===== config.mk =====
export PLATFORM = sky130hd
export DESIGN_NAME = tick_fenced_slot_allocator_top
export DESIGN_NICKNAME = d
export VERILOG_FILES = /design/src/rtl/tfsa_pkg.sv /design/src/rtl/tfsa_tick_mem.sv /design/src/rtl/tfsa_ctrl.sv /design/src/rtl/tick_fenced_slot_allocator_top.sv
export SDC_FILE = /design/constraint.sdc
export NUM_CORES = 2
export LEC_CHECK = 0
export BUFFER_PORTS_ARGS = -buffer_cell sky130_fd_sc_hd__buf_4
export CORE_MARGIN = 1.5
export CORE_UTILIZATION = 45
export CTS_CLUSTER_DIAMETER = 40
export CTS_CLUSTER_SIZE = 20
export DETAILED_ROUTE_END_ITERATION = 12
export MAX_ROUTING_LAYER = met4
export PLACE_DENSITY_LB_ADDON = 0.08
export SYNTH_ARGS = -nofsm -noshare
export SYNTH_HDL_FRONTEND = slang
export SYNTH_HIERARCHICAL = 1
export SYNTH_SLANG_ARGS = --single-unit
export TNS_END_PERCENT = 5

===== constraint.sdc =====
create_clock -name clk_i -period 6.55 [get_ports clk_i]
set_input_delay 1.6375 -clock clk_i [delete_from_list [all_inputs] [get_ports clk_i]]
set_output_delay 1.6375 -clock clk_i [all_outputs]
set_load 0.005 [all_outputs]

===== src/rtl/tfsa_pkg.sv =====
package tfsa_pkg;

  // Fixed field widths of the request and result beats.
  localparam int unsigned InTickW   = 32;
  localparam int unsigned SlotIdxW  = 6;
  localparam int unsigned StepW     = 7;

  // Reset value of the grow step register.
  localparam logic [StepW-1:0] GrowStepRst = 7'd1;

  // One result beat as it travels from the controller to the ports.
  typedef struct packed {
    logic [SlotIdxW-1:0] slot_index;
    logic                grew;
    logic                pool_full;
  } result_t;

endpackage


===== src/rtl/tfsa_tick_mem.sv =====
module tfsa_tick_mem
  import tfsa_pkg::*;
#(
  parameter int unsigned DEPTH = 64,
  parameter int unsigned WIDTH = 32
) (
  input  logic                     clk_i,
  input  logic                     we_i,
  input  logic [$clog2(DEPTH)-1:0] waddr_i,
  input  logic [WIDTH-1:0]         wdata_i,
  input  logic                     re_i,
  input  logic [$clog2(DEPTH)-1:0] raddr_i,
  output logic [WIDTH-1:0]         rdata_o
);

  logic [WIDTH-1:0] tick_mem [DEPTH];
  logic [WIDTH-1:0] rdata_q;

  // Write port.
  always_ff @(posedge clk_i) begin
    if (we_i) begin
      tick_mem[waddr_i] <= wdata_i;
    end
  end

  // Read port; the read data is registered.
  always_ff @(posedge clk_i) begin
    if (re_i) begin
      rdata_q <= tick_mem[raddr_i];
    end
  end

  assign rdata_o = rdata_q;

endmodule


===== src/rtl/tfsa_ctrl.sv =====
module tfsa_ctrl
  import tfsa_pkg::*;
#(
  parameter int unsigned MAX_SLOTS = 64,
  parameter int unsigned TICK_BITS = 32
) (
  input  logic                         clk_i,
  input  logic                         rst_ni,
  input  logic [StepW-1:0]             grow_step_i,
  input  logic                         in_valid_i,
  output logic                         in_ready_o,
  input  logic [InTickW-1:0]           current_tick_i,
  input  logic [InTickW-1:0]           completed_tick_i,
  output logic                         out_valid_o,
  input  logic                         out_ready_i,
  output result_t                      result_o,
  output logic                         mem_we_o,
  output logic [$clog2(MAX_SLOTS)-1:0] mem_waddr_o,
  output logic [TICK_BITS-1:0]         mem_wdata_o,
  output logic                         mem_re_o,
  output logic [$clog2(MAX_SLOTS)-1:0] mem_raddr_o,
  input  logic [TICK_BITS-1:0]         mem_rdata_i
);

  localparam int unsigned IdxW = $clog2(MAX_SLOTS);
  localparam int unsigned CapW = $clog2(MAX_SLOTS + 1);
  localparam int unsigned SumW = ((CapW > StepW) ? CapW : StepW) + 1;

  typedef enum logic [1:0] {
    ST_CLEAR,
    ST_IDLE,
    ST_SCAN,
    ST_COMMIT
  } state_e;

  state_e               state_q;
  logic [IdxW-1:0]      clr_idx_q;
  logic [CapW-1:0]      cap_q;
  logic [IdxW-1:0]      hint_q;
  logic [TICK_BITS-1:0] now_q;
  logic [TICK_BITS-1:0] done_q;
  logic [StepW-1:0]     step_q;
  logic [IdxW-1:0]      iss_idx_q;
  logic [CapW-1:0]      iss_left_q;
  logic                 cmp_vld_q;
  logic [IdxW-1:0]      cmp_idx_q;
  logic                 found_q;
  logic [IdxW-1:0]      hit_q;
  logic                 out_valid_q;
  result_t              res_q;

  logic                 cmp_hit;
  logic                 iss_go;
  logic [CapW-1:0]      iss_nxt;
  logic                 commit_go;
  logic [SumW-1:0]      grow_sum;
  logic                 grow_full;
  logic [IdxW-1:0]      sel_idx;
  logic                 do_write;
  logic [CapW-1:0]      sel_nxt;
  logic [CapW-1:0]      cap_d;
  logic [IdxW-1:0]      hint_d;

  // Scan pipeline: one read issued per cycle, its data compared in the next cycle.
  assign iss_go  = (state_q == ST_SCAN) && (iss_left_q != '0);
  assign iss_nxt = CapW'(iss_idx_q) + CapW'(1);
  assign cmp_hit = cmp_vld_q && (mem_rdata_i <= done_q);

  // Commit waits until the output register is free or drains this cycle.
  assign commit_go = (state_q == ST_COMMIT) && (!out_valid_q || out_ready_i);

  // Growth: the first new slot sits at the old capacity.
  assign grow_sum  = SumW'(cap_q) + SumW'(step_q);
  assign grow_full = grow_sum > SumW'(MAX_SLOTS);
  assign sel_idx   = found_q ? hit_q : cap_q[IdxW-1:0];
  assign do_write  = commit_go && (found_q || !grow_full);

  // The hint moves past the chosen slot and wraps at the new capacity.
  assign cap_d   = found_q ? cap_q : grow_sum[CapW-1:0];
  assign sel_nxt = CapW'(sel_idx) + CapW'(1);
  assign hint_d  = (sel_nxt == cap_d) ? '0 : sel_nxt[IdxW-1:0];

  // Memory access; the clearing pass owns the write port after reset.
  assign mem_we_o    = (state_q == ST_CLEAR) || do_write;
  assign mem_waddr_o = (state_q == ST_CLEAR) ? clr_idx_q : sel_idx;
  assign mem_wdata_o = (state_q == ST_CLEAR) ? '0 : now_q;
  assign mem_re_o    = iss_go;
  assign mem_raddr_o = iss_idx_q;

  assign in_ready_o  = (state_q == ST_IDLE);
  assign out_valid_o = out_valid_q;
  assign result_o    = res_q;

  // Sequencer with its state and the output register.
  always_ff @(posedge clk_i or negedge rst_ni) begin
    if (!rst_ni) begin
      state_q     <= ST_CLEAR;
      clr_idx_q   <= '0;
      cap_q       <= '0;
      hint_q      <= '0;
      iss_left_q  <= '0;
      cmp_vld_q   <= 1'b0;
      found_q     <= 1'b0;
      out_valid_q <= 1'b0;
    end else begin
      if (out_valid_q && out_ready_i) begin
        out_valid_q <= 1'b0;
      end
      unique case (state_q)
        ST_CLEAR: begin
          clr_idx_q <= clr_idx_q + IdxW'(1);
          if (clr_idx_q == IdxW'(MAX_SLOTS - 1)) begin
            state_q <= ST_IDLE;
          end
        end
        ST_IDLE: begin
          if (in_valid_i) begin
            now_q      <= TICK_BITS'(current_tick_i);
            done_q     <= TICK_BITS'(completed_tick_i);
            step_q     <= (grow_step_i == '0) ? StepW'(1) : grow_step_i;
            iss_idx_q  <= hint_q;
            iss_left_q <= cap_q;
            cmp_vld_q  <= 1'b0;
            found_q    <= 1'b0;
            // An empty pool has nothing to search and goes straight to commit, to grow or report full.
            state_q    <= (cap_q == '0) ? ST_COMMIT : ST_SCAN;
          end
        end
        ST_SCAN: begin
          cmp_vld_q <= iss_go;
          cmp_idx_q <= iss_idx_q;
          if (iss_go) begin
            iss_idx_q  <= (iss_nxt == cap_q) ? '0 : iss_nxt[IdxW-1:0];
            iss_left_q <= iss_left_q - CapW'(1);
          end
          if (cmp_hit) begin
            found_q   <= 1'b1;
            hit_q     <= cmp_idx_q;
            cmp_vld_q <= 1'b0;
            state_q   <= ST_COMMIT;
          end else if (!cmp_vld_q && (iss_left_q == '0)) begin
            state_q <= ST_COMMIT;
          end
        end
        ST_COMMIT: begin
          if (commit_go) begin
            out_valid_q <= 1'b1;
            if (!found_q && grow_full) begin
              res_q.slot_index <= '0;
              res_q.grew       <= 1'b0;
              res_q.pool_full  <= 1'b1;
            end else begin
              res_q.slot_index <= SlotIdxW'(sel_idx);
              res_q.grew       <= !found_q;
              res_q.pool_full  <= 1'b0;
            end
            if (do_write) begin
              cap_q  <= cap_d;
              hint_q <= hint_d;
            end
            state_q <= ST_IDLE;
          end
        end
        default: begin
          state_q <= ST_IDLE;
        end
      endcase
    end
  end

  // The live capacity never passes the slot limit.
  assert property (@(posedge clk_i) disable iff (!rst_ni)
    cap_q <= CapW'(MAX_SLOTS))
    else $error("live capacity beyond slot limit");

  // The hint points inside the live pool, or is zero while the pool is empty.
  assert property (@(posedge clk_i) disable iff (!rst_ni)
    ((cap_q == '0) && (hint_q == '0)) || (CapW'(hint_q) < cap_q))
    else $error("search hint outside live pool");

  // The capacity only grows.
  assert property (@(posedge clk_i) disable iff (!rst_ni)
    1'b1 |=> cap_q >= $past(cap_q))
    else $error("live capacity shrank");

  // No write lands on the memory while a scan reads it.
  assert property (@(posedge clk_i) disable iff (!rst_ni)
    (state_q == ST_SCAN) |-> !mem_we_o)
    else $error("tick write during scan");

  // A full pool beat carries no slot and no growth.
  assert property (@(posedge clk_i) disable iff (!rst_ni)
    (out_valid_o && result_o.pool_full) |-> (!result_o.grew && (result_o.slot_index == '0)))
    else $error("pool full beat with allocation");

endmodule


===== src/rtl/tick_fenced_slot_allocator_top.sv =====
// Slot allocator fenced by submission ticks.
// Request channel (in_valid_i/in_ready_o): one beat carries the current tick and
// the completed tick. Result channel (out_valid_o/out_ready_i): one beat per
// request with the slot index, a grew flag and a pool full flag.
// The grow step register is written through cfg_we_i/cfg_wdata_i; the user must
// write it only while the block is idle, as the block itself has no check for it.
// Scan: a request scans the live pool from the search hint, one tick entry
// per cycle out of the slot memory, and stops at the first free slot. The tick
// memory has a single read port. One request is in work at a time; the next is
// taken once the current one is committed.
// Reset: the sequencer state, capacity, hint and grow step are reset, then a
// clearing pass zeroes each tick memory entry; in_ready_o stays low during it.
// Stall: a finished result waits in the output register. A new request may be
// accepted and scanned meanwhile; it commits once the held beat is taken.
module tick_fenced_slot_allocator_top
  import tfsa_pkg::*;
#(
  parameter int unsigned MAX_SLOTS = 64,
  parameter int unsigned TICK_BITS = 32
) (
  input  logic                clk_i,
  input  logic                rst_ni,
  input  logic                cfg_we_i,
  input  logic [StepW-1:0]    cfg_wdata_i,
  input  logic                in_valid_i,
  output logic                in_ready_o,
  input  logic [InTickW-1:0]  current_tick_i,
  input  logic [InTickW-1:0]  completed_tick_i,
  output logic                out_valid_o,
  input  logic                out_ready_i,
  output logic [SlotIdxW-1:0] slot_index_o,
  output logic                grew_o,
  output logic                pool_full_o
);

  localparam int unsigned IdxW = $clog2(MAX_SLOTS);

  logic [StepW-1:0]     grow_step_q;
  logic                 mem_we;
  logic [IdxW-1:0]      mem_waddr;
  logic [TICK_BITS-1:0] mem_wdata;
  logic                 mem_re;
  logic [IdxW-1:0]      mem_raddr;
  logic [TICK_BITS-1:0] mem_rdata;
  result_t              result;

  // Grow step register.
  always_ff @(posedge clk_i or negedge rst_ni) begin
    if (!rst_ni) begin
      grow_step_q <= GrowStepRst;
    end else if (cfg_we_i) begin
      grow_step_q <= cfg_wdata_i;
    end
  end

  tfsa_ctrl #(
    .MAX_SLOTS (MAX_SLOTS),
    .TICK_BITS (TICK_BITS)
  ) u_ctrl (
    .clk_i            (clk_i),
    .rst_ni           (rst_ni),
    .grow_step_i      (grow_step_q),
    .in_valid_i       (in_valid_i),
    .in_ready_o       (in_ready_o),
    .current_tick_i   (current_tick_i),
    .completed_tick_i (completed_tick_i),
    .out_valid_o      (out_valid_o),
    .out_ready_i      (out_ready_i),
    .result_o         (result),
    .mem_we_o         (mem_we),
    .mem_waddr_o      (mem_waddr),
    .mem_wdata_o      (mem_wdata),
    .mem_re_o         (mem_re),
    .mem_raddr_o      (mem_raddr),
    .mem_rdata_i      (mem_rdata)
  );

  tfsa_tick_mem #(
    .DEPTH (MAX_SLOTS),
    .WIDTH (TICK_BITS)
  ) u_tick_mem (
    .clk_i   (clk_i),
    .we_i    (mem_we),
    .waddr_i (mem_waddr),
    .wdata_i (mem_wdata),
    .re_i    (mem_re),
    .raddr_i (mem_raddr),
    .rdata_o (mem_rdata)
  );

  // Result beat fields.
  assign slot_index_o = result.slot_index;
  assign grew_o       = result.grew;
  assign pool_full_o  = result.pool_full;

endmodule


# Word-level counts from Yosys, hierarchy flattened
# Memory sizes are Yosys's and may differ from the RTL's. A register that Yosys moved wholly into a read port is not among the register bits.
# Cells that the tools add are included.
[totals]
wordCells = 98
ramBits = 2048
latch_bits = 0
memories = 1
register_bits = 135
out_inout_bits = 10
rom_bits = 0
[op_classes]
eq_ne = 12
n_shift = 0
n_lt_le_gt_ge = 2
bitwise_logic = 0
n_div = 0
add_sub_neg = 5
multipliers = 0
reduce_logical = 30
muxes = 30
[memory_table]
columns = ["name", "words", "width", "rd", "rd_clocked_by_memory_dff", "write_ports", "line_no", "rtl"]
rows = [
  ["u_tick_mem.tick_mem", 64, 32, 1, 1, 1, "tfsa_tick_mem.sv:16", "logic [WIDTH-1:0] tick_mem [DEPTH];"],
]
[op_table]
columns = ["operator", "n"]
rows = [
  ["$mux 6", 6],
  ["$le 32x32->1", 1],
  ["$mux 32", 1],
  ["$logic_not 7->1", 3],
  ["$mux 7", 3],
  ["$reduce_and 3->1", 6],
  ["$add 6x1->7 const B", 2],
  ["$eq 7x7->1", 2],
  ["$pmux 7 s2", 1],
  ["$pmux 6 s2", 1],
  ["$mux 1", 10],
  ["$mux 2", 5],
  ["$add 7x7->8", 1],
  ["$gt 8x7->1 const B", 1],
  ["$pmux 2 s4", 1],
  ["$reduce_and 4->1", 2],
  ["$logic_and 1x1->1", 7],
  ["$reduce_bool 7->1", 1],
  ["$sub 7x1->7 const B", 1],
  ["$add 6x1->6 const B", 1],
  ["$eq 6x6->1 const B", 1],
  ["$ne 2x2->1 const B", 3],
  ["$eq 2x2->1 const B", 2],
  ["$logic_not 1->1", 4],
  ["8 further kinds", 13],
]

# Logic depth before layout (Yosys ltp)
[logic_depth]
word_depth = 8
mapped_depth = 14

# Modules after synthesis
# Netlist, hierarchy kept.
[by_module_without_submodules]
columns = ["mod", "cells_each", "area_per_inst_um2", "instances", "seq_area_each_um2"]
rows = [
  ["tfsa_tick_mem", 3324, 78835.6, 1, 62459.9],
  ["tfsa_ctrl", 594, 6745.2, 1, 3688.5],
  ["tick_fenced_slot_allocator_top", 15, 292.8, 1, 176.4],
]

# Worst setup path before layout
# No wires, ideal clock.
[synth_path]
path_kind = "register -> register"
from = "register u_ctrl.cap_q[1]"
to = "memory u_tick_mem.tick_mem[48][0], enable pin"
setup_ns = 0.461
t_arrival_ns = 5.055
required_time_ns = 6.089
setup_slack_ns = 1.034
synth_period_minus_slack_ns = 5.516
path_stages_with_launch = 13
path_cell_list = "dfrtp_1 > inv_1 > fa_1 > xnor2_1 > or4b_1 > mux2i_1 > o211ai_1 > a211oi_2 > buf_4 > or2_2 > nor2b_1 > nand4b_1 > nor3_1"
[synth_between]
elab_chain_cells = 8
elab_cells_between_ends = 10
[synth_lines]
columns = ["element", "line_no", "rtl"]
rows = [
  ["start, declared", "tfsa_ctrl.sv:38", "logic [CapW-1:0] cap_q;"],
  ["start signal, assigned", "tfsa_ctrl.sv:158", "cap_q <= cap_d;"],
  ["$add 7x7->8", "tfsa_ctrl.sv:73", "assign grow_sum = SumW'(cap_q) + SumW'(step_q);"],
  ["$gt 8x7->1", "tfsa_ctrl.sv:74", "assign grow_full = grow_sum > SumW'(MAX_SLOTS);"],
  ["$logic_not 1->1", "tfsa_ctrl.sv:76", "assign do_write = commit_go && (found_q || !grow_full);"],
  ["$logic_or 1x1->1", "tfsa_ctrl.sv:76", ""],
  ["$logic_and 1x1->1", "tfsa_ctrl.sv:76", ""],
  ["$logic_or 1x1->1", "tfsa_ctrl.sv:84", "assign mem_we_o = (state_q == ST_CLEAR) || do_write;"],
  ["net mem_we", "tick_fenced_slot_allocator_top.sv:39", "logic mem_we;"],
  ["$mux 1", "tfsa_tick_mem.sv:21", "if (we_i) begin"],
  ["$mux 1 (implied by the code)", "tfsa_tick_mem.sv:22", "tick_mem[waddr_i] <= wdata_i;"],
  ["end, declared", "tfsa_tick_mem.sv:16", ""],
]
# The timed path passes the listed nets, and every way through them passes these cells.

# Worst setup path after layout
[layout_path]
from = "register u_ctrl.cap_q[0]"
to = "memory u_tick_mem.tick_mem[35][9], enable pin"
# Same word-level chain as after synthesis.

==> out/metrics.yaml <==
hold_path:
  whs_path_depth: 0
  hp-class: "reg2reg"
floorplan:
  die_y_um: 440
  start_util: 0.452
  rows: 160
  io_pins: 86
  die_area_mm2: 0.193
  die_width_um: 440
  core_mm2: 0.190
pwr:
  power.leakage_nw: 33.0
  p_int_mw: 32.5
  p_sw_mw: 14.7
  switching_share: 0.312
  p_per_area_mw_per_mm2: 464
  report.power.total_mw: 47.2
  seq_power_share: 0.383
  peakVddDrop_uv: 301
  p_comb_frac: 0.251
  power.share.clock: 0.366
logic_synthesis:
  synth-main-ff-cell: "edfxtp_1"
  synthTopCellsByArea: "edfxtp_1 (76%), mux4_2 (14%), mux2i_1 (1.2%), dfrtp_1 (1.1%), o22ai_1 (0.71%)"
  synth_top_area_share: 0.761
  synthCells: 3933
  yosys_warnings: 6
  yosys.area.top_type: "edfxtp_1"
  synth_common_cells: "edfxtp_1 (2,177), mux4_2 (544), nor2_1 (160)"
  synth.avg_cell_area_um2: 21.8
  ys_types: 67
  synth_edf_count: 2177
  synth_nets: 4058
  async_flop_share: 0.0172
  synth.yosys.seq_area_share: 0.772
  syn_area_mm2: 0.0859
  synth.most_common_cell: "edfxtp_1"
  ys_seq_elements: 2215
place:
  hpwl_um: 140000
  io_buffers: 85
  gp_congestion: 0.820
  post-place-ws_ps: 1250
worst_setup_path:
  path_depth: 14
  r2r_cells: 14
  critPathMaxFanout: 32
  cp_slowest_stage_delay_ps: 900
  critical_path.most_common_cell: "buf_4"
  crit_path_start_kind: "flop"
  cp_cell_sequence: "ha_1, inv_1, fa_1, xnor2_1, or4b_1, mux2i_1, o211ai_1, a211oi_2, buf_4, or2_2, nand3_1, buf_4, nor2_4, buf_4"
  worst-path-buf-inv: 4
  cp_slowest_cell: "nand3_1"
  end_kind: "flop"
  required_ps: 7100
  path_class: "reg2reg"
  arrival_ps: 5800
  cpLargestDelayFamily: "simple AND/OR/NAND/NOR gates"
global_route:
  grt_pass1_vias: 41888
  grt_pass1_wl_um: 330000
  antenna_found_initial: 6
  overflow: 0
  grt_max_degree: 90
  grt_use_total: 0.253
clock_tree:
  cts_buffer_depth: 4
  cts-root-buf: "clkbuf_16"
  hold_buffers: 0
  htreeDepth: 5
  cts_resized: 0
  clock_latency_ps: 930
  cts_sinks: 2215
  cts_buffers: 325
  path_clk_slew_ps: 50
  tritoncts: "built"
  cts_setup_buffers: 0
timing:
  slew_headroom: 0.129
  worst_slew_pin_slew_ps: 1300
  final.setup.tns_ps: 0
  fmax_mhz: 191
  hold-worst-slack_ps: 416
  setup_viol: 0
  clock_skew_ps: 47.9
  fin_ws_ps: 1300
  rsz0062_at_grt: "false"
  drv_slew: 0
  min_period_over_period: 0.801
  fin_crit_ps: 5250
  hold_violations: 0
outcome:
  status: "complete, no violations"
detailed_routing:
  drtIter0Drc: 4157
  dr.pass1.iters: 5
  drt-vias-per-instance: 5.90
  drc_errors: 0
  postRouteWirelength_um: 235000
  ant_nets: 0
  vias: 41671
  wl_per_cell_um: 33.3
final_layout:
  area_delta_synth_final_pct: 18.3
  drive_gt1_frac: 0.317
  fin_util: 0.535
  final_nets: 4420
job:
  drv_cap: 0
stage by stage:
step | cells | area (µm²)
after global routing | 7056 | 102000
after global placement | 6479 | 90800
final | 7057 | 102000
after CTS | 7055 | 102000
after floorplan | 3933 | 85900
after detailed placement | 6479 | 90800
power groups by stage:
stage	logic, mW	clock network, mW	registers (mW)
global placement	12.0	0	18.3
floorplan	6.79	0	18.2
finish	11.9	17.3	18.1
detailed placement	12.0	0	18.4
global route	12.5	18.2	18.1
CTS	12.0	17.6	18.1
registers in the layout, summed over array words and instances, names as in the netlist, 2 cells and up:
| signal | flops |
|---|---|
| u_tick_mem/tick_mem | 2048 |
| u_ctrl/state_q | 2 |
| u_ctrl/hint_q | 6 |
| u_tick_mem/rdata_o | 32 |
| u_ctrl/step_q | 7 |
| grow_step_q | 7 |
| u_ctrl/cap_q | 7 |
| u_ctrl/hit_q | 6 |
| u_ctrl/now_q | 32 |
| u_ctrl/iss_left_q | 7 |
| u_ctrl/result_o | 8 |
| u_ctrl/clr_idx_q | 6 |
| u_ctrl/mem_raddr_o | 6 |
| u_ctrl/done_q | 32 |
| u_ctrl/cmp_idx_q | 6 |
cell type report:
cell class | instances | area, µm²
clock inverter | 213 | 2360
sequential | 2215 | 66300
timing repair buffer | 245 | 2060
fill | 14613 | 88200
antenna | 2 | 5.00
multi-input combinational | 1450 | 19100
inverter | 58 | 218
tap | 2511 | 3140
clock buffer | 363 | 8450
placed cells by master (no fill, tap or decap), types with 57 or more instances in the layout:
cell type,n
a21oi_1,93
buf_4,227
clkbuf_16,332
edfxtp_1,2177
inv_1,57
mux2i_1,107
mux4_2,544
nand2_1,60
nor2_1,98
nor2_4,62
o22ai_1,97
metal layers:
metal,vias to the layer above,track usage,routed length (µm)
met1,22674,0.347,99500
met3,334,0.0349,12800
met2,1337,0.401,117000
met5,-,-,0
met4,0,0.0666,5730
li1,17326,-,-
worst paths after layout:
| path | to | slack (ps) | from |
|---|---|---|---|
| max in group asynchronous | u_ctrl/cap_q[0] | 5320 | rst_ni |
| worst min register to register | u_ctrl/hit_q[3] | 420 | u_ctrl/cmp_idx_q[3] |
| worst max-delay path | u_tick_mem/tick_mem[35][9] | 1300 | u_ctrl/cap_q[0] |
| worst min-delay path | u_ctrl/hit_q[3] | 420 | u_ctrl/cmp_idx_q[3] |
| min in group asynchronous | u_ctrl/hint_q[1] | 830 | rst_ni |
| worst max register to register | u_tick_mem/tick_mem[35][9] | 1300 | u_ctrl/cap_q[0] |
worst register-to-register path, stage by stage, from the launching register on:
cell,delay [ps]
dfrtp_1,480
ha_1,240
inv_1,70
fa_1,440
xnor2_1,160
or4b_1,480
mux2i_1,170
o211ai_1,150
a211oi_2,220
buf_4,230
or2_2,240
nand3_1,900
buf_4,510
nor2_4,70
buf_4,480
cells by family (layout without fill, tap and decap cells):
kind of cell             Yosys count  in the layout  share of synthesized area
AND/OR/NAND/NOR                  394            394                     0.0222
other                              0              2                          0
buffers and inverters            268            879                     0.0143
flip-flops                      2215           2215                      0.772
multiplexers                     667            667                      0.158
XOR/XNOR                          31             31                    0.00316
AO/OA/AOI/OAI                    309            309                     0.0232
adder cells (fa/ha/maj)           49             49                    0.00723
Note: power is estimated with default switching activity, not from simulation.
